<file path="src/hw/rtl/frpt_pkg.sv">
`default_nettype none

package frpt_pkg;

  localparam int unsigned TABLE_LEN      = 12;
  localparam int unsigned NUM_PRESETS    = 12;
  localparam int unsigned ACTIVE_PRESETS =
    (NUM_PRESETS < TABLE_LEN) ? NUM_PRESETS : TABLE_LEN;
  localparam int unsigned RATE_FRAC_BITS = 4;

  localparam int unsigned IDX_W     = 4;
  localparam int unsigned FPS_W     = 9;
  localparam int unsigned RATE_W    = 19;
  localparam int unsigned FIX_W     = 18;
  localparam int unsigned ELAPSED_W = 10;
  localparam int unsigned EVID_W    = 14;
  localparam int unsigned ADDR_W    = 3;
  localparam int unsigned DATA_W    = 32;

  localparam int unsigned TOP_LIMIT_FPS  = 10000;
  localparam int unsigned MIN_MARGIN_FPS = 6;
  localparam int unsigned FIRST_ELAPSED  = 250;
  localparam int unsigned MIN_ELAPSED    = 100;
  localparam int unsigned MAX_ELAPSED    = 1000;
  localparam logic [EVID_W-1:0] CONFIRM_RESET = 14'd10000;

  // Register index, taken from paddr[2].
  localparam logic REG_CONFIRM_MS = 1'b0;

  localparam logic [FPS_W-1:0] PRESET_FPS [TABLE_LEN] = '{
    9'd30, 9'd60, 9'd90, 9'd120, 9'd144, 9'd165,
    9'd180, 9'd200, 9'd240, 9'd300, 9'd360, 9'd480
  };

  typedef struct packed {
    logic [ACTIVE_PRESETS-1:0] win;
    logic [ACTIVE_PRESETS-1:0] gt;
    logic [ACTIVE_PRESETS-1:0] lt;
    logic [IDX_W-1:0]          near;
    logic [ELAPSED_W-1:0]      elapsed;
  } frpt_item_t;

  function automatic logic [FPS_W-1:0] fps_of(input logic [IDX_W-1:0] idx);
    logic [FPS_W-1:0] r;
    r = PRESET_FPS[0];
    if (idx < IDX_W'(ACTIVE_PRESETS)) begin
      r = PRESET_FPS[idx];
    end
    return r;
  endfunction

  function automatic logic [31:0] fixed_of(input logic [31:0] fps);
    return fps << RATE_FRAC_BITS;
  endfunction

  // Inclusive acceptance window of preset i. The upper bound beyond the minimum
  // margin is gap/3 above the preset, compared exactly after scaling by three.
  function automatic logic win_hit(input logic [FIX_W-1:0] f, input int unsigned i);
    logic [31:0] fx;
    logic [31:0] lower;
    logic [31:0] p;
    logic [31:0] gap;
    logic        hit;
    fx    = 32'(f);
    lower = '0;
    p     = 32'(PRESET_FPS[i]);
    gap   = '0;
    hit   = 1'b0;
    if (i > 0) begin
      lower = fixed_of(32'(PRESET_FPS[i-1]) + 32'd1);
    end
    if (i + 1 == ACTIVE_PRESETS) begin
      hit = (fx >= lower) && (fx <= fixed_of(32'(TOP_LIMIT_FPS)));
    end else begin
      gap = 32'(PRESET_FPS[i+1]) - p;
      hit = (fx >= lower) &&
            ((fx <= fixed_of(p + 32'(MIN_MARGIN_FPS))) ||
             ((fx * 32'd3) <= fixed_of(p * 32'd3 + gap)));
    end
    return hit;
  endfunction

  // True when f lies strictly above the midpoint of presets i and i+1.
  function automatic logic above_mid(input logic [FIX_W-1:0] f, input int unsigned i);
    return (32'(f) << 1) > fixed_of(32'(PRESET_FPS[i]) + 32'(PRESET_FPS[i+1]));
  endfunction

endpackage

`default_nettype wire

</file>
<file path="src/hw/rtl/frpt_if.sv">
`default_nettype none

interface frpt_in_if #(
  parameter int unsigned TIME_BITS = 48
);
  logic                  valid;
  logic                  ready;
  logic signed [18:0]    rate_sample;
  logic [TIME_BITS-1:0]  time_ms;

  modport source (output valid, output rate_sample, output time_ms, input ready);
  modport sink (input valid, input rate_sample, input time_ms, output ready);
endinterface

interface frpt_out_if;
  logic       valid;
  logic       ready;
  logic       switched;
  logic [3:0] preset_index;
  logic [8:0] preset_rate;

  modport source (output valid, output switched, output preset_index,
                  output preset_rate, input ready);
  modport sink (input valid, input switched, input preset_index,
                input preset_rate, output ready);
endinterface

`default_nettype wire

</file>
<file path="src/hw/rtl/frpt_front.sv">
`default_nettype none

module frpt_front #(
  parameter int unsigned TIME_BITS = 48
) (
  input  wire logic              clk,
  input  wire logic              rst,
  frpt_in_if.sink                sample,
  input  wire logic              push_ready,
  output logic                   push_valid,
  output frpt_pkg::frpt_item_t   push_data
);
  import frpt_pkg::*;

  logic                       have_last;
  logic [TIME_BITS-1:0]       last_time;
  logic [FIX_W-1:0]           f;
  logic [TIME_BITS-1:0]       delta;
  logic [ACTIVE_PRESETS-1:0]  mid;
  logic [ACTIVE_PRESETS-1:0]  below;
  logic [ACTIVE_PRESETS-1:0]  sel;
  logic                       accept;
  logic [ELAPSED_W-1:0]       elapsed;
  logic [ACTIVE_PRESETS-1:0]  win;
  logic [ACTIVE_PRESETS-1:0]  gt;
  logic [ACTIVE_PRESETS-1:0]  lt;
  logic [IDX_W-1:0]           near;

  assign sample.ready = push_ready;
  assign push_valid   = sample.valid;
  assign accept       = sample.valid && push_ready;
  assign push_data    = {win, gt, lt, near, elapsed};

  // Negative rates count as zero.
  assign f     = sample.rate_sample[RATE_W-1] ? '0 : sample.rate_sample[FIX_W-1:0];
  assign delta = sample.time_ms - last_time;

  always_comb begin
    if (!have_last) begin
      elapsed = ELAPSED_W'(FIRST_ELAPSED);
    end else if (sample.time_ms <= last_time) begin
      elapsed = ELAPSED_W'(MIN_ELAPSED);
    end else if (delta < TIME_BITS'(MIN_ELAPSED)) begin
      elapsed = ELAPSED_W'(MIN_ELAPSED);
    end else if (delta > TIME_BITS'(MAX_ELAPSED)) begin
      elapsed = ELAPSED_W'(MAX_ELAPSED);
    end else begin
      elapsed = delta[ELAPSED_W-1:0];
    end
  end

  // Window hits and position against every preset, all in parallel.
  always_comb begin
    mid = '0;
    for (int unsigned i = 0; i < ACTIVE_PRESETS; i++) begin
      win[i] = win_hit(f, i);
      gt[i]  = 32'(f) > fixed_of(32'(PRESET_FPS[i]));
      lt[i]  = 32'(f) < fixed_of(32'(PRESET_FPS[i]));
    end
    for (int unsigned i = 0; i + 1 < ACTIVE_PRESETS; i++) begin
      mid[i] = above_mid(f, i);
    end
  end

  // The midpoint compares form a thermometer code; its edge is the nearest
  // preset, and an exact tie stays with the lower one.
  assign below = {mid[ACTIVE_PRESETS-2:0], 1'b1};
  assign sel   = below & ~mid;

  always_comb begin
    near = '0;
    for (int unsigned k = 0; k < ACTIVE_PRESETS; k++) begin
      near = near | (sel[k] ? IDX_W'(k) : '0);
    end
  end

  always_ff @(posedge clk) begin
    if (rst) begin
      have_last <= 1'b0;
      last_time <= '0;
    end else if (accept) begin
      have_last <= 1'b1;
      last_time <= sample.time_ms;
    end
  end

endmodule

`default_nettype wire

</file>
<file path="src/hw/rtl/frpt_queue.sv">
`default_nettype none

module frpt_queue (
  input  wire logic              clk,
  input  wire logic              rst,
  input  wire logic              push_valid,
  input  frpt_pkg::frpt_item_t   push_data,
  output logic                   push_ready,
  output logic                   pop_valid,
  output frpt_pkg::frpt_item_t   pop_data,
  input  wire logic              pop_ready
);
  import frpt_pkg::*;

  frpt_item_t  entries [2];
  logic        wr_ptr;
  logic        rd_ptr;
  logic [1:0]  count;
  logic        push;
  logic        pop;

  assign push_ready = (count != 2'd2);
  assign pop_valid  = (count != 2'd0);
  assign pop_data   = entries[rd_ptr];
  assign push       = push_valid && push_ready;
  assign pop        = pop_valid && pop_ready;

  always_ff @(posedge clk) begin
    if (push) begin
      entries[wr_ptr] <= push_data;
    end
  end

  always_ff @(posedge clk) begin
    if (rst) begin
      wr_ptr <= 1'b0;
      rd_ptr <= 1'b0;
      count  <= 2'd0;
    end else begin
      if (push) begin
        wr_ptr <= ~wr_ptr;
      end
      if (pop) begin
        rd_ptr <= ~rd_ptr;
      end
      case ({push, pop})
        2'b10:   count <= count + 2'd1;
        2'b01:   count <= count - 2'd1;
        default: count <= count;
      endcase
    end
  end

endmodule

`default_nettype wire

</file>
<file path="src/hw/rtl/frpt_back.sv">
`default_nettype none

module frpt_back (
  input  wire logic              clk,
  input  wire logic              rst,
  input  wire logic [13:0]       confirm_ms,
  input  wire logic              pop_valid,
  input  frpt_pkg::frpt_item_t   pop_data,
  output logic                   pop_ready,
  frpt_out_if.source             result
);
  import frpt_pkg::*;

  logic              have_cur, have_cur_next;
  logic [IDX_W-1:0]  cur, cur_next;
  logic              have_cand, have_cand_next;
  logic [IDX_W-1:0]  cand, cand_next;
  logic [EVID_W-1:0] evid, evid_next;
  logic              sw_next;
  logic              out_valid;
  logic              out_sw;
  logic [IDX_W-1:0]  out_idx;
  logic [FPS_W-1:0]  out_rate;
  logic              take;

  assign pop_ready = !out_valid || result.ready;
  assign take      = pop_valid && pop_ready;

  always_comb begin
    logic [EVID_W:0]      ev_sum;
    logic [ELAPSED_W:0]   loss;
    logic [IDX_W-1:0]     nx;
    have_cur_next  = have_cur;
    cur_next       = cur;
    have_cand_next = have_cand;
    cand_next      = cand;
    evid_next      = evid;
    sw_next        = 1'b0;
    ev_sum         = (EVID_W+1)'(evid) + (EVID_W+1)'(pop_data.elapsed);
    loss           = {pop_data.elapsed, 1'b0};
    nx             = pop_data.near;
    if (!have_cur) begin
      have_cur_next = 1'b1;
      cur_next      = pop_data.near;
    end else begin
      if (have_cand) begin
        if (pop_data.win[cand]) begin
          evid_next = (ev_sum < (EVID_W+1)'(confirm_ms)) ? ev_sum[EVID_W-1:0] : confirm_ms;
        end else begin
          evid_next = (evid > EVID_W'(loss)) ? evid - EVID_W'(loss) : '0;
          if (evid <= EVID_W'(loss)) begin
            have_cand_next = 1'b0;
          end
        end
      end
      // Propose a neighbor when the nearest preset is the current one.
      if (pop_data.near == cur) begin
        if (pop_data.gt[cur] && cur != IDX_W'(ACTIVE_PRESETS - 1)) begin
          nx = cur + IDX_W'(1);
        end else if (pop_data.lt[cur] && cur != '0) begin
          nx = cur - IDX_W'(1);
        end
      end
      if (!have_cand_next && !pop_data.win[cur] && nx != cur && pop_data.win[nx]) begin
        have_cand_next = 1'b1;
        cand_next      = nx;
        evid_next      = EVID_W'(pop_data.elapsed);
      end
      if (have_cand_next && evid_next >= confirm_ms) begin
        cur_next       = cand_next;
        have_cand_next = 1'b0;
        cand_next      = '0;
        evid_next      = '0;
        sw_next        = 1'b1;
      end
    end
  end

  always_ff @(posedge clk) begin
    if (rst) begin
      have_cur  <= 1'b0;
      cur       <= '0;
      have_cand <= 1'b0;
      cand      <= '0;
      evid      <= '0;
      out_valid <= 1'b0;
    end else begin
      if (take) begin
        have_cur  <= have_cur_next;
        cur       <= cur_next;
        have_cand <= have_cand_next;
        cand      <= cand_next;
        evid      <= evid_next;
        out_valid <= 1'b1;
      end else if (result.ready) begin
        out_valid <= 1'b0;
      end
    end
  end

  always_ff @(posedge clk) begin
    if (take) begin
      out_sw   <= sw_next;
      out_idx  <= cur_next;
      out_rate <= fps_of(cur_next);
    end
  end

  assign result.valid        = out_valid;
  assign result.switched     = out_sw;
  assign result.preset_index = out_idx;
  assign result.preset_rate  = out_rate;

endmodule

`default_nettype wire

</file>
<file path="src/hw/rtl/frame_rate_preset_tracker.sv">
`default_nettype none
// An accepted sample is written into the queue; its result beat is held in the back's output register.
// Throughput: one sample per cycle while result.ready holds; the front classifies against all
// presets in parallel and the back updates tracker state for each item it takes.
// A two-entry queue and the output register let the input run while a result waits.
// Reset (rst, synchronous, active high) clears tracker state and sets confirm_ms to 10000.

module frame_rate_preset_tracker #(
  parameter int unsigned TIME_BITS = 48
) (
  input  wire logic        clk,
  input  wire logic        rst,
  frpt_in_if.sink          sample,
  frpt_out_if.source       result,
  input  wire logic        psel,
  input  wire logic        penable,
  input  wire logic        pwrite,
  input  wire logic [2:0]  paddr,
  input  wire logic [31:0] pwdata,
  output logic [31:0]      prdata,
  output logic             pready
);
  import frpt_pkg::*;

  logic [EVID_W-1:0] confirm_ms;
  logic              push_valid;
  logic              push_ready;
  frpt_item_t        push_data;
  logic              pop_valid;
  logic              pop_ready;
  frpt_item_t        pop_data;

  assign pready = 1'b1;

  always_ff @(posedge clk) begin
    if (rst) begin
      confirm_ms <= CONFIRM_RESET;
    end else if (psel && penable && pwrite && paddr[2] == REG_CONFIRM_MS) begin
      confirm_ms <= pwdata[EVID_W-1:0];
    end
  end

  always_comb begin
    prdata = '0;
    if (paddr[2] == REG_CONFIRM_MS) begin
      prdata = DATA_W'(confirm_ms);
    end
  end

  frpt_front #(
    .TIME_BITS(TIME_BITS)
  ) u_front (
    .clk        (clk),
    .rst        (rst),
    .sample     (sample),
    .push_ready (push_ready),
    .push_valid (push_valid),
    .push_data  (push_data)
  );

  frpt_queue u_queue (
    .clk        (clk),
    .rst        (rst),
    .push_valid (push_valid),
    .push_data  (push_data),
    .push_ready (push_ready),
    .pop_valid  (pop_valid),
    .pop_data   (pop_data),
    .pop_ready  (pop_ready)
  );

  frpt_back u_back (
    .clk        (clk),
    .rst        (rst),
    .confirm_ms (confirm_ms),
    .pop_valid  (pop_valid),
    .pop_data   (pop_data),
    .pop_ready  (pop_ready),
    .result     (result)
  );

endmodule

`default_nettype wire

</file>
<file path="src/flat_wrapper.sv">
// flat-port wrapper written by rule: the top's interface ports become plain ports
module frame_rate_preset_tracker_flat import frpt_pkg::*;
#(
  parameter int unsigned TIME_BITS = 48
)
  (clk, rst, psel, penable, pwrite, paddr, pwdata, prdata, pready, sample_valid, sample_rate_sample, sample_time_ms, sample_ready, result_valid, result_switched, result_preset_index, result_preset_rate, result_ready);
  frpt_in_if #(.TIME_BITS(TIME_BITS)) sample_i ();
  frpt_out_if result_i ();
  input  wire logic clk;
  input  wire logic rst;
  input  wire logic psel;
  input  wire logic penable;
  input  wire logic pwrite;
  input  wire logic [2:0] paddr;
  input  wire logic [31:0] pwdata;
  output logic [31:0] prdata;
  output logic pready;
  input wire logic [$bits(sample_i.valid)-1:0] sample_valid;
  input wire logic [$bits(sample_i.rate_sample)-1:0] sample_rate_sample;
  input wire logic [$bits(sample_i.time_ms)-1:0] sample_time_ms;
  output wire logic [$bits(sample_i.ready)-1:0] sample_ready;
  output wire logic [$bits(result_i.valid)-1:0] result_valid;
  output wire logic [$bits(result_i.switched)-1:0] result_switched;
  output wire logic [$bits(result_i.preset_index)-1:0] result_preset_index;
  output wire logic [$bits(result_i.preset_rate)-1:0] result_preset_rate;
  input wire logic [$bits(result_i.ready)-1:0] result_ready;
  assign sample_i.valid = sample_valid;
  assign sample_i.rate_sample = sample_rate_sample;
  assign sample_i.time_ms = sample_time_ms;
  assign sample_ready = sample_i.ready;
  assign result_valid = result_i.valid;
  assign result_switched = result_i.switched;
  assign result_preset_index = result_i.preset_index;
  assign result_preset_rate = result_i.preset_rate;
  assign result_i.ready = result_ready;
  frame_rate_preset_tracker #(.TIME_BITS(TIME_BITS)) u_core (.clk(clk), .rst(rst), .sample(sample_i), .result(result_i), .psel(psel), .penable(penable), .pwrite(pwrite), .paddr(paddr), .pwdata(pwdata), .prdata(prdata), .pready(pready));
endmodule
</file>
<file path="config.mk">
export PLATFORM = sky130hd
export DESIGN_NAME = frame_rate_preset_tracker_flat
export DESIGN_NICKNAME = d
export VERILOG_FILES = /design/src/hw/rtl/frpt_pkg.sv /design/src/hw/rtl/frpt_if.sv /design/src/hw/rtl/frpt_front.sv /design/src/hw/rtl/frpt_queue.sv /design/src/hw/rtl/frpt_back.sv /design/src/hw/rtl/frame_rate_preset_tracker.sv /design/src/flat_wrapper.sv
export SDC_FILE = /design/constraint.sdc
export NUM_CORES = 1
export LEC_CHECK = 0
export BUFFER_PORTS_ARGS = -buffer_cell sky130_fd_sc_hd__buf_2
export CAP_MARGIN = 20
export CELL_PAD_IN_SITES_DETAIL_PLACEMENT = 1
export CELL_PAD_IN_SITES_GLOBAL_PLACEMENT = 2
export CORE_UTILIZATION = 40
export DETAILED_ROUTE_END_ITERATION = 8
export GPL_TIMING_DRIVEN = 0
export PLACE_DENSITY_LB_ADDON = 0.15
export SLEW_MARGIN = 20
export SYNTH_ARGS = -nofsm -noshare
export SYNTH_HDL_FRONTEND = slang
export SYNTH_SLANG_ARGS = --single-unit
export TNS_END_PERCENT = 10
</file>
<file path="constraint.sdc">
create_clock -name clk -period 27.9 [get_ports clk]
set_input_delay 4.185 -clock clk [delete_from_list [all_inputs] [get_ports clk]]
set_output_delay 4.185 -clock clk [all_outputs]
set_load 0.01 [all_outputs]
</file>
# After elaboration in Yosys (flattened, before gate mapping)
# Memories as Yosys holds them, arrays and structs flattened. A register that Yosys moved wholly into a read port is not among the register bits.
# Index checks and enable logic that the tools add are counted.
classes:
  n_addsub: 7
  n_mul: 1
  magnitude_cmp: 80
  eq_ne: 6
  muxes: 57
  bitwise: 16
  n_reduce_logical: 43
op_table:
  columns: ["op", "n"]
  rows:
  - ["14-bit two-way mux", 8]
  - ["19-bit by 13-bit greater-than comparator with 1-bit output (second input constant)", 5]
  - ["18-bit by 12-bit >= comparator with 1-bit output (second input constant)", 5]
  - ["18-bit by 12-bit greater-than comparator with 1-bit output (second input constant)", 5]
  - ["18-bit by 12-bit <= comparator with 1-bit output (second input constant)", 5]
  - ["18-bit by 12-bit less-than comparator with 1-bit output (second input constant)", 5]
  - ["20-bit by 13-bit <= comparator with 1-bit output (second input constant)", 4]
  - ["20-bit by 14-bit <= comparator with 1-bit output (second input constant)", 4]
  - ["19-bit by 14-bit greater-than comparator with 1-bit output (second input constant)", 3]
  - ["18-bit by 13-bit greater-than comparator with 1-bit output (second input constant)", 3]
  - ["18-bit by 11-bit <= comparator with 1-bit output (second input constant)", 3]
  - ["18-bit by 13-bit less-than comparator with 1-bit output (second input constant)", 3]
  - ["48-bit by 10-bit greater-than comparator with 1-bit output (second input constant)", 1]
  - ["48-bit <= comparator", 1]
  - ["48-bit by 7-bit less-than comparator with 1-bit output (second input constant)", 1]
  - ["4-bit two-way mux", 12]
  - ["48-bit subtractor", 1]
  - ["10-bit two-way mux", 4]
  - ["19-bit by 12-bit greater-than comparator with 1-bit output (second input constant)", 2]
  - ["18-bit by 11-bit >= comparator with 1-bit output (second input constant)", 2]
  - ["18-bit by 13-bit >= comparator with 1-bit output (second input constant)", 2]
  - ["18-bit by 11-bit greater-than comparator with 1-bit output (second input constant)", 2]
  - ["18-bit by 13-bit <= comparator with 1-bit output (second input constant)", 2]
  - ["18-bit by 11-bit less-than comparator with 1-bit output (second input constant)", 2]
  - ["53 further kinds", 125]
totals:
  reg_bits: 97
  ramBits: 100
  mem_bits_ro: 144
  in_bits: 109
  out_inout_bits: 49
  elab_cells: 226
  mem_count: 2
mem_list:
  columns: ["memory", "depth", "width", "read_ports", "rd_clocked_by_memory_dff", "wr", "line_no", "text"]
  rows:
  - ["(no name shown)", 16, 9, 1, 1, 0, "frpt_pkg.sv:47", "r = PRESET_FPS[idx];"]
  - ["u_core.u_queue.entries", 2, 50, 1, 1, 1, "frpt_queue.sv:15", "frpt_item_t entries [2];"]

# Logic depth before layout (Yosys ltp)
# Gate-level depths: netlist of the first run.
logic_depth:
  word_depth: 18
  ltp_mapped: 48
  mapped_depth_nobuf: 41

# Hierarchy
# From an unflattened synthesis of the first run, not the netlist that was laid out.
hier_totals:
  hier_cells: 2155
  area_unflattened_um2: 18128.6
by_module_without_submodules:
  columns: ["module", "instances", "cells_per_inst", "area_per_inst_um2", "seq_area_each_um2"]
  rows:
  - ["frpt_front", 1, 1283, 8486.9, 980.9]
  - ["frpt_back", 1, 594, 4948.5, 920.9]
  - ["frpt_queue", 1, 180, 3817.4, 3103.0]
  - ["frame_rate_preset_tracker", 1, 98, 875.8, 280.3]

# Worst setup path before layout of the first run
# Ideal clock, no wire load.
synth_path:
  path_kind: "reg-to-reg"
  start: "register with a tool-made name"
  end: "register u_core.u_back.out_rate[3] (netlist: u_core.u_back.result.preset_rate[3]) (data pin)"
  setup_time_ns: 0.262
  arrival_time_ns: 8.692
  required_time_ns: 27.638
  path_slack_ns: 18.947
  stages_incl_launch_ff: 45
  n_path_buf: 8
  period_less_slack_ns: 8.953
  cell_sequence: "dfxtp_1 buf_6 buf_12 buf_6 buf_6 clkbuf_1 mux2i_1 inv_1 ha_1 a21o_1 a21oi_1 o21bai_1 a21oi_1 o21bai_1 a21oi_1 o21bai_1 a21oi_1 nor2b_1 [9 not listed] nor2_1 a2111o_1 a31oi_1 ha_1 nand4_1 o221ai_1 a211o_1 a21o_1 a21o_1 a21oi_1 o21ai_0 clkbuf_1 o21ai_0 o21ai_0 a311oi_2 inv_1 ha_1 a2bb2oi_1"
synth_lines:
  columns: ["item", "line_no", "text"]
  rows:
  - ["end: declaration", "frpt_back.sv:23", "logic [FPS_W-1:0] out_rate;"]

==> summary.txt, run 1 <==
Placement
  – Detailed placement HPWL: 46700 um
  – Dpl ws: 16590 ps
  – Routability cong.: 0.922
  – IO Port Bufs: 118

Detailed routing
  – Max Used Layer: met5
  – DR WL met2: 26900 um
  – Routed vias: 16200
  – First DRT Iteration DRCs: 1014
  – DRT Wirelength: 58600 um
  – Drt first pass iters: 5
  – Met3 routed WL: 2770 um
  – Antenna-violating nets left: 0
  – Routed vias/inst: 5.69
  – Wl on met1: 27800 um
  – DRC viols: 0
  – Wire per inst: 20.6 um

CTS
  – PostCTS Resize Cnt: 0
  – Total setup buffers inserted after CTS: 0
  – CTS tree: built
  – Cts hold-fix bufs: 0
  – Clk_lat worst skew: 580 ps
  – CTS buffer count: 27
  – # clock sinks: 207
  – H-tree depth: 1
  – Worst-path clk slew: 60 ps
  – Root Driver: clkbuf_16
  – Number of buffers on the longest clock path: 3

Timing
  – Hold WS: 451 ps
  – Slew Limit Headroom: 24.2%
  – Worst Skew: 22.5 ps
  – Least-Margin Pin Slew: 1130 ps
  – RSZ-0062 raised after global routing: no
  – FMAX: 0.0891 GHz
  – Final Hold Vio Count: 0
  – Final worst setup slack: 16670 ps
  – Endpoints failing setup: 0
  – Total negative slack: 0 ps
  – Crit path time final: 11230 ps
  – Fin crit share: 40.2%
  – Slew Limit Fails: 0

Hold path
  – Hold endpoint: u_core.u_front.last_time[37]
  – Worst hold start: u_core.u_front.last_time[37]
  – Worst hold stages: 2
  – Worst hold path type: register to register

Worst setup path
  – Slowest stage delay, CP: 610 ps
  – Critical path type: register to register
  – Slowest library cell on the worst path: a311oi_2
  – Crit path required time: 28310 ps
  – Crit path buf inv count: 12
  – Crit end category: register
  – Critical path launch point type: register
  – Arr. time, crit path: 11640 ps
  – Number of stages on the worst setup path: 46
  – CP max FO: 10
  – Worst reg2reg endpoint: u_core.u_back.result.preset_rate[2]
  – R2R depth: 46
  – Most frequent CP cell: o21ai_0
  – Slack of the worst reg-to-reg path: 16670 ps
  – CP delay by family, top: compound AO/OA/AOI/OAI gates

Die
  – Ports: 158
  – Chip height: 210 um
  – Die X: 210 um
  – FP Rows: 75
  – Die area: 44200 um^2
  – Core area: 42300 um^2
  – Starting density of the core: 41.0%

GRT
  – Gr usage total: 26.4%
  – Initial antenna violation count: 3
  – Global-route wire length before repair: 92500 um
  – Gr ovfl total: 0
  – Largest net degree at the start of global routing: 51
  – Vias in the first global route: 16400

Power
  – Share of total power in sequential cells: 26.7%
  – P_sw: 0.644 mW
  – PwrDens: 77.6 nW/um^2
  – Power share of the clock group: 23.1%
  – Net switching fraction of the power: 42.2%
  – Peak VDD IR: 48.6 uV
  – Leak pwr: 7.94 nW
  – Cell-internal power: 0.881 mW
  – Comb pwr share: 50.2%

Yosys
  – Synth async-reset ratio: 0%
  – #FFs+latches synth: 207
  – Synth Warn #: 0
  – EDFF count, synth: 114
  – Top post-synthesis cells by area: edfxtp_1, ha_1, dfxtp_1
  – Distinct cells, synth: 100
  – Seq/Total Area, Yosys: 30.5%
  – Mapped Area: 17300 um^2
  – Syn Area/Cell: 8.35 um^2
  – Post-synth top cells: nand2_1, a21oi_1, ha_1
  – Share of the synthesized area in the top cell type: 19.7%
  – Cells after Synth: 2078
  – Synth area leader: edfxtp_1
  – Top_reg_cell synth: edfxtp_1
  – Most common cell in the netlist: nand2_1

Outcome
  – Status: finished clean

Layout
  – Synth-to-Final Area Change: 13.3%
  – Nets@finish: 2518
  – Layout cells sized above 1: 11.2%
  – Fillers: 5147

Job
  – Max Cap Viol: 0
==> stage by stage <==
step	total power [mW]	util [%]	instances	instance area, um^2
final	1.52	46.5	2843	19700
after global placement	1.15	44.2	2790	18700
after floorplan	0.961	-	2095	17400
after global routing	1.63	46.4	2841	19700
after CTS	1.54	46.4	2841	19700
after detailed placement	1.18	44.3	2791	18800
==> cell usage in the layout (no fill, tap or decap), drive strengths merged, types with 15 or more instances in the layout <==
cell	netlist	routed
xor2	24	24
a21oi	211	211
dfxtp	93	93
and3	17	17
conb	2	19
nor3	43	43
nand3	47	47
o21bai	26	26
xnor2	48	48
buf	38	157
nand4	35	35
o21a	17	17
a21o	59	59
nor2	159	159
clkbuf	81	111
inv	156	157
nand2	246	246
nand2b	35	35
ha	162	162
o21ai	86	86
mux2i	60	60
a22oi	15	15
nor2b	20	20
a31oi	41	41
edfxtp	114	114
==> power by group through the flow <==
stage	clock network, mW	logic [mW]	registers (mW)
2_1_floorplan	0	0.547	0.414
3_3_place_gp	0	0.737	0.413
3_5_place_dp	0	0.762	0.414
4_1_cts	0.360	0.767	0.408
5_1_grt	0.371	0.847	0.411
6_report	0.352	0.766	0.407
==> tightest hold or removal path, delay by kind of cell, from the launching register on <==
kind            cells  cell delay (ps)
compound gates      1               50
flops               1              300
simple gates        1               50
==> routing by layer <==
metal,vias to the layer above,global-route usage [%]
li1,7803,-
met1,7904,36.7
met2,390,43.9
met3,68,3.13
met4,2,5.74
met5,-,0
==> registers in the layout (all words and copies together), names as in the netlist, named ones only <==
| register | cells |
|---|---|
| u_core.confirm_ms | 14 |
| u_core.u_back.cand | 4 |
| u_core.u_back.cur | 4 |
| u_core.u_back.evid | 14 |
| u_core.u_back.have_cand | 1 |
| u_core.u_back.have_cur | 1 |
| u_core.u_back.result.preset_index | 4 |
| u_core.u_back.result.preset_rate | 9 |
| u_core.u_back.result.switched | 1 |
| u_core.u_back.result.valid | 1 |
| u_core.u_front.have_last | 1 |
| u_core.u_front.last_time | 48 |
| u_core.u_queue.count | 2 |
| u_core.u_queue.entries | 100 |
| u_core.u_queue.rd_ptr | 1 |
| u_core.u_queue.wr_ptr | 1 |
==> layout make-up <==
cell class              count  area [um^2]  share of cell area [%]
diodes                      2         5.00                  0.0255
flip-flops and latches    207         5290                    26.9
clock buffers              30          687                    3.49
multi-input cells        1609        11000                    55.7
well taps                 577          722                    3.67
repair buffers            119          611                    3.11
inverters                 160          601                    3.05
plain buffers             119          593                    3.02
clock inverters            20          205                    1.04
==> cell families after synthesis <==
kind of cell / count (synthesis) / share of synthesized area (%)
buffers and inverters: 279 / 6.87
flip-flops: 207 / 30.5
AND/OR/NAND/NOR: 656 / 17.7
adder cells (fa/ha/maj): 166 / 12.1
XOR/XNOR: 72 / 3.64
multiplexers: 81 / 5.55
other: 2 / 0.0433
AO/OA/AOI/OAI: 615 / 23.5
==> how the worst max path moves through the flow <==
stage                         from                                  end  slack (ps)
after floorplan           register  u_core.u_back.result.preset_rate[3]       18950
after global placement    register  u_core.u_back.result.preset_rate[5]       16830
after detailed placement  register  u_core.u_back.result.preset_rate[2]       16590
after CTS                 register  u_core.u_back.result.preset_rate[2]       16570
after global routing      register  u_core.u_back.result.preset_rate[2]       15730
final                     register  u_core.u_back.result.preset_rate[2]       16670
No activity file was read; power rests on OpenSTA's default activity.
==> run 2, diff against run 1 <==
- CORE_UTILIZATION: 40 -> 37
- clock period: 27.9 -> 10.35 ns (I/O delays scaled with it)
==> summary.txt, run 2 (synthesis gave the netlist of run 1 again) <==
Power
  – Share of total power in sequential cells: 26.7% (about the same)
  – Comb pwr share: 50.8% (+0.6 points)
  – Leak pwr: 8.00 nW (+0.74%)
  – Peak VDD IR: 126 uV (+160%)
  – Net switching fraction of the power: 41.9% (-0.28 points)
  – Cell-internal power: 2.38 mW (+170%)
  – PwrDens: 208 nW/um^2 (+170%)
  – P_sw: 1.72 mW (+170%)
  – Power share of the clock group: 22.5% (-0.6 points)

Layout
  – Most flops, register: u_core.u_queue.entries
  – Nets@finish: 2521 (+0.12%)
  – Top flop regs: u_core.u_queue.entries (100), u_core.u_front.last_time (48)
  – Commonest cells after routing, fill and taps aside: nand2_1, a21oi_1, ha_1, inv_1, nor2_1
  – Post-Layout Cell Count: 2866 (+0.81%)
  – Layout cells sized above 1: 11.8% (+0.61 points)
  – Most common cell after layout, fill and taps aside: nand2_1
  – Synth-to-Final Area Change: 13.8%
  – Largest register FFs: 100 (unchanged)
  – Antenna Cells: 0 (-2)

Outcome
  – Status: finished clean

Detailed routing
  – First DRT Iteration DRCs: 770 (-24%)
  – Routed vias: 16100 (-0.71%)
  – DRT Wirelength: 59000 um (+0.66%)
  – Drt first pass iters: 5 (unchanged)
  – Routed vias/inst: 5.60 (-1.5%)
  – Antenna-violating nets left: 0 (unchanged)
  – DRC viols: 0 (unchanged)
  – Wire per inst: 20.6 um (-0.15%)

Die
  – Die X: 219 um (+3.9%)
  – Die area: 47800 um^2 (+8.0%)
  – Ports: 158 (unchanged)
  – Chip height: 219 um (+3.9%)
  – FP Rows: 78 (+4.0%)
  – Core area: 45800 um^2 (+8.2%)
  – Starting density of the core: 37.9% (-3.1 points)

Timing
  – FMAX: 0.104 GHz (+17%)
  – Least-Margin Pin Slew: 1000 ps (-121 ps)
  – Final worst setup slack: 747 ps (-15920 ps)
  – Fin crit share: 92.8% (+53 points)
  – Slew Limit Fails: 0 (unchanged)
  – Final Hold Vio Count: 0 (unchanged)
  – Worst Skew: 12.7 ps (-9.76 ps)
  – Crit path time final: 9600 ps (-1630 ps)
  – Slew Limit Headroom: 33.0% (+8.8 points)
  – Endpoints failing setup: 0 (unchanged)
  – Hold WS: 455 ps (+3.98 ps)

Worst setup path
  – Crit path buf inv count: 8 (-4)
  – Slowest stage delay, CP: 460 ps (-150 ps)
  – Crit end category: register
  – Critical path launch point type: register
  – Arr. time, crit path: 9900 ps (-1740 ps)
  – Crit path required time: 10650 ps (-17660 ps)
  – CP delay by family, top: compound AO/OA/AOI/OAI gates
  – R2R depth: 41 (-11%)
  – Number of stages on the worst setup path: 41 (-11%)
  – Slowest library cell on the worst path: a2111o_1
  – CP max FO: 19 (+9)
  – Critical path type: register to register

CTS
  – Root Driver: clkbuf_16
  – # clock sinks: 207 (unchanged)
  – CTS tree: built
  – CTS buffer count: 26 (-3.7%)
  – Number of buffers on the longest clock path: 3 (unchanged)
  – H-tree depth: 1 (unchanged)
  – Worst-path clk slew: 60 ps (about the same)
  – Clk_lat worst skew: 550 ps (-30 ps)
  – Cts hold-fix bufs: 0 (unchanged)

Placement
  – Cell total after placement: 2814 (+0.82%)
  – IO Port Bufs: 118 (unchanged)
  – Routability cong.: 0.945 (+2.5%)
  – Detailed placement HPWL: 47300 um (+1.4%)
  – Dpl ws: -967 ps (-17560 ps)

Hold path
  – Worst hold start: u_core.u_front.last_time[38]
  – Worst hold stages: 2 (unchanged)
  – Worst hold path type: register to register

GRT
  – Initial antenna violation count: 3 (unchanged)
  – Gr ovfl total: 0 (unchanged)
  – Vias in the first global route: 16500 (+0.75%)
  – Largest net degree at the start of global routing: 51 (unchanged)
  – Gr usage total: 24.6% (-1.8 points)
  – Global-route wire length before repair: 92700 um (+0.27%)

Job
  – Max Cap Viol: 0 (unchanged)
## run 2: cell type report
type	instances	area [um^2]
Tap cell	600	751
Clock inverter	13	134
Buffer	117	588
Fill cell	5554	26000
Sequential cell	207	5290
Multi-Input combinational cell	1609	11000
Timing Repair Buffer	125	656
Clock buffer	35	736
Inverter	160	601
## run 2: worst paths after layout
check	slack [ps]	endpoint
setup / recovery	750	u_core.u_back.result.preset_rate[3]
hold / removal	460	u_core.u_front.last_time[38]
setup reg to reg	750	u_core.u_back.result.preset_rate[3]
hold reg to reg	460	u_core.u_front.last_time[38]
## run 2: timing repair
item,4_1_cts,5_1_grt
hold endpoints to repair,0,0
pin swaps,0,1
resized for setup,2,8
endpoints found under the setup margin,27,11
setup buffers,0,6
gates cloned,0,0
## run 2: worst register-to-register path, delay by kind of cell, from the launching register on
kind	cells	cell delay, ps
adders and majority gates	4	1280
DFF	1	330
muxes	1	370
AOI/OAI and AO/OA	24	5240
and+or+nand+nor	3	440
buffers and inverters	8	1520
xor gates and xnor gates	1	180
## run 2: power by group through the flow
| stage | clock network, mW | logic, mW | registers, mW |
|---|---|---|---|
| 6_report | 0.922 | 2.09 | 1.10 |
| 5_1_grt | 0.974 | 2.31 | 1.11 |
| 4_1_cts | 0.950 | 2.07 | 1.10 |
| 3_5_place_dp | 0 | 2.05 | 1.11 |
| 3_3_place_gp | 0 | 2.00 | 1.11 |
| 2_1_floorplan | 0 | 1.47 | 1.12 |
## run 2: per-layer routing
metal	routed length, um	track usage [%]	vias up
met5	27	0	-
met4	1360	6.48	4
met3	2850	3.08	90
met2	26900	41.0	366
met1	27800	33.3	7797
li1	-	-	7795
## run 2: per-stage QoR
stage	utilization (%)	instance area (um^2)	setup TNS, ps	power, mW
floorplan	-	17400	0	2.59
global placement	41.0	18800	-7580	3.11
detailed placement	41.1	18800	-10020	3.17
CTS	43.0	19700	0	4.12
global route	43.1	19700	-43.9	4.40
finish	43.1	19700	0	4.10
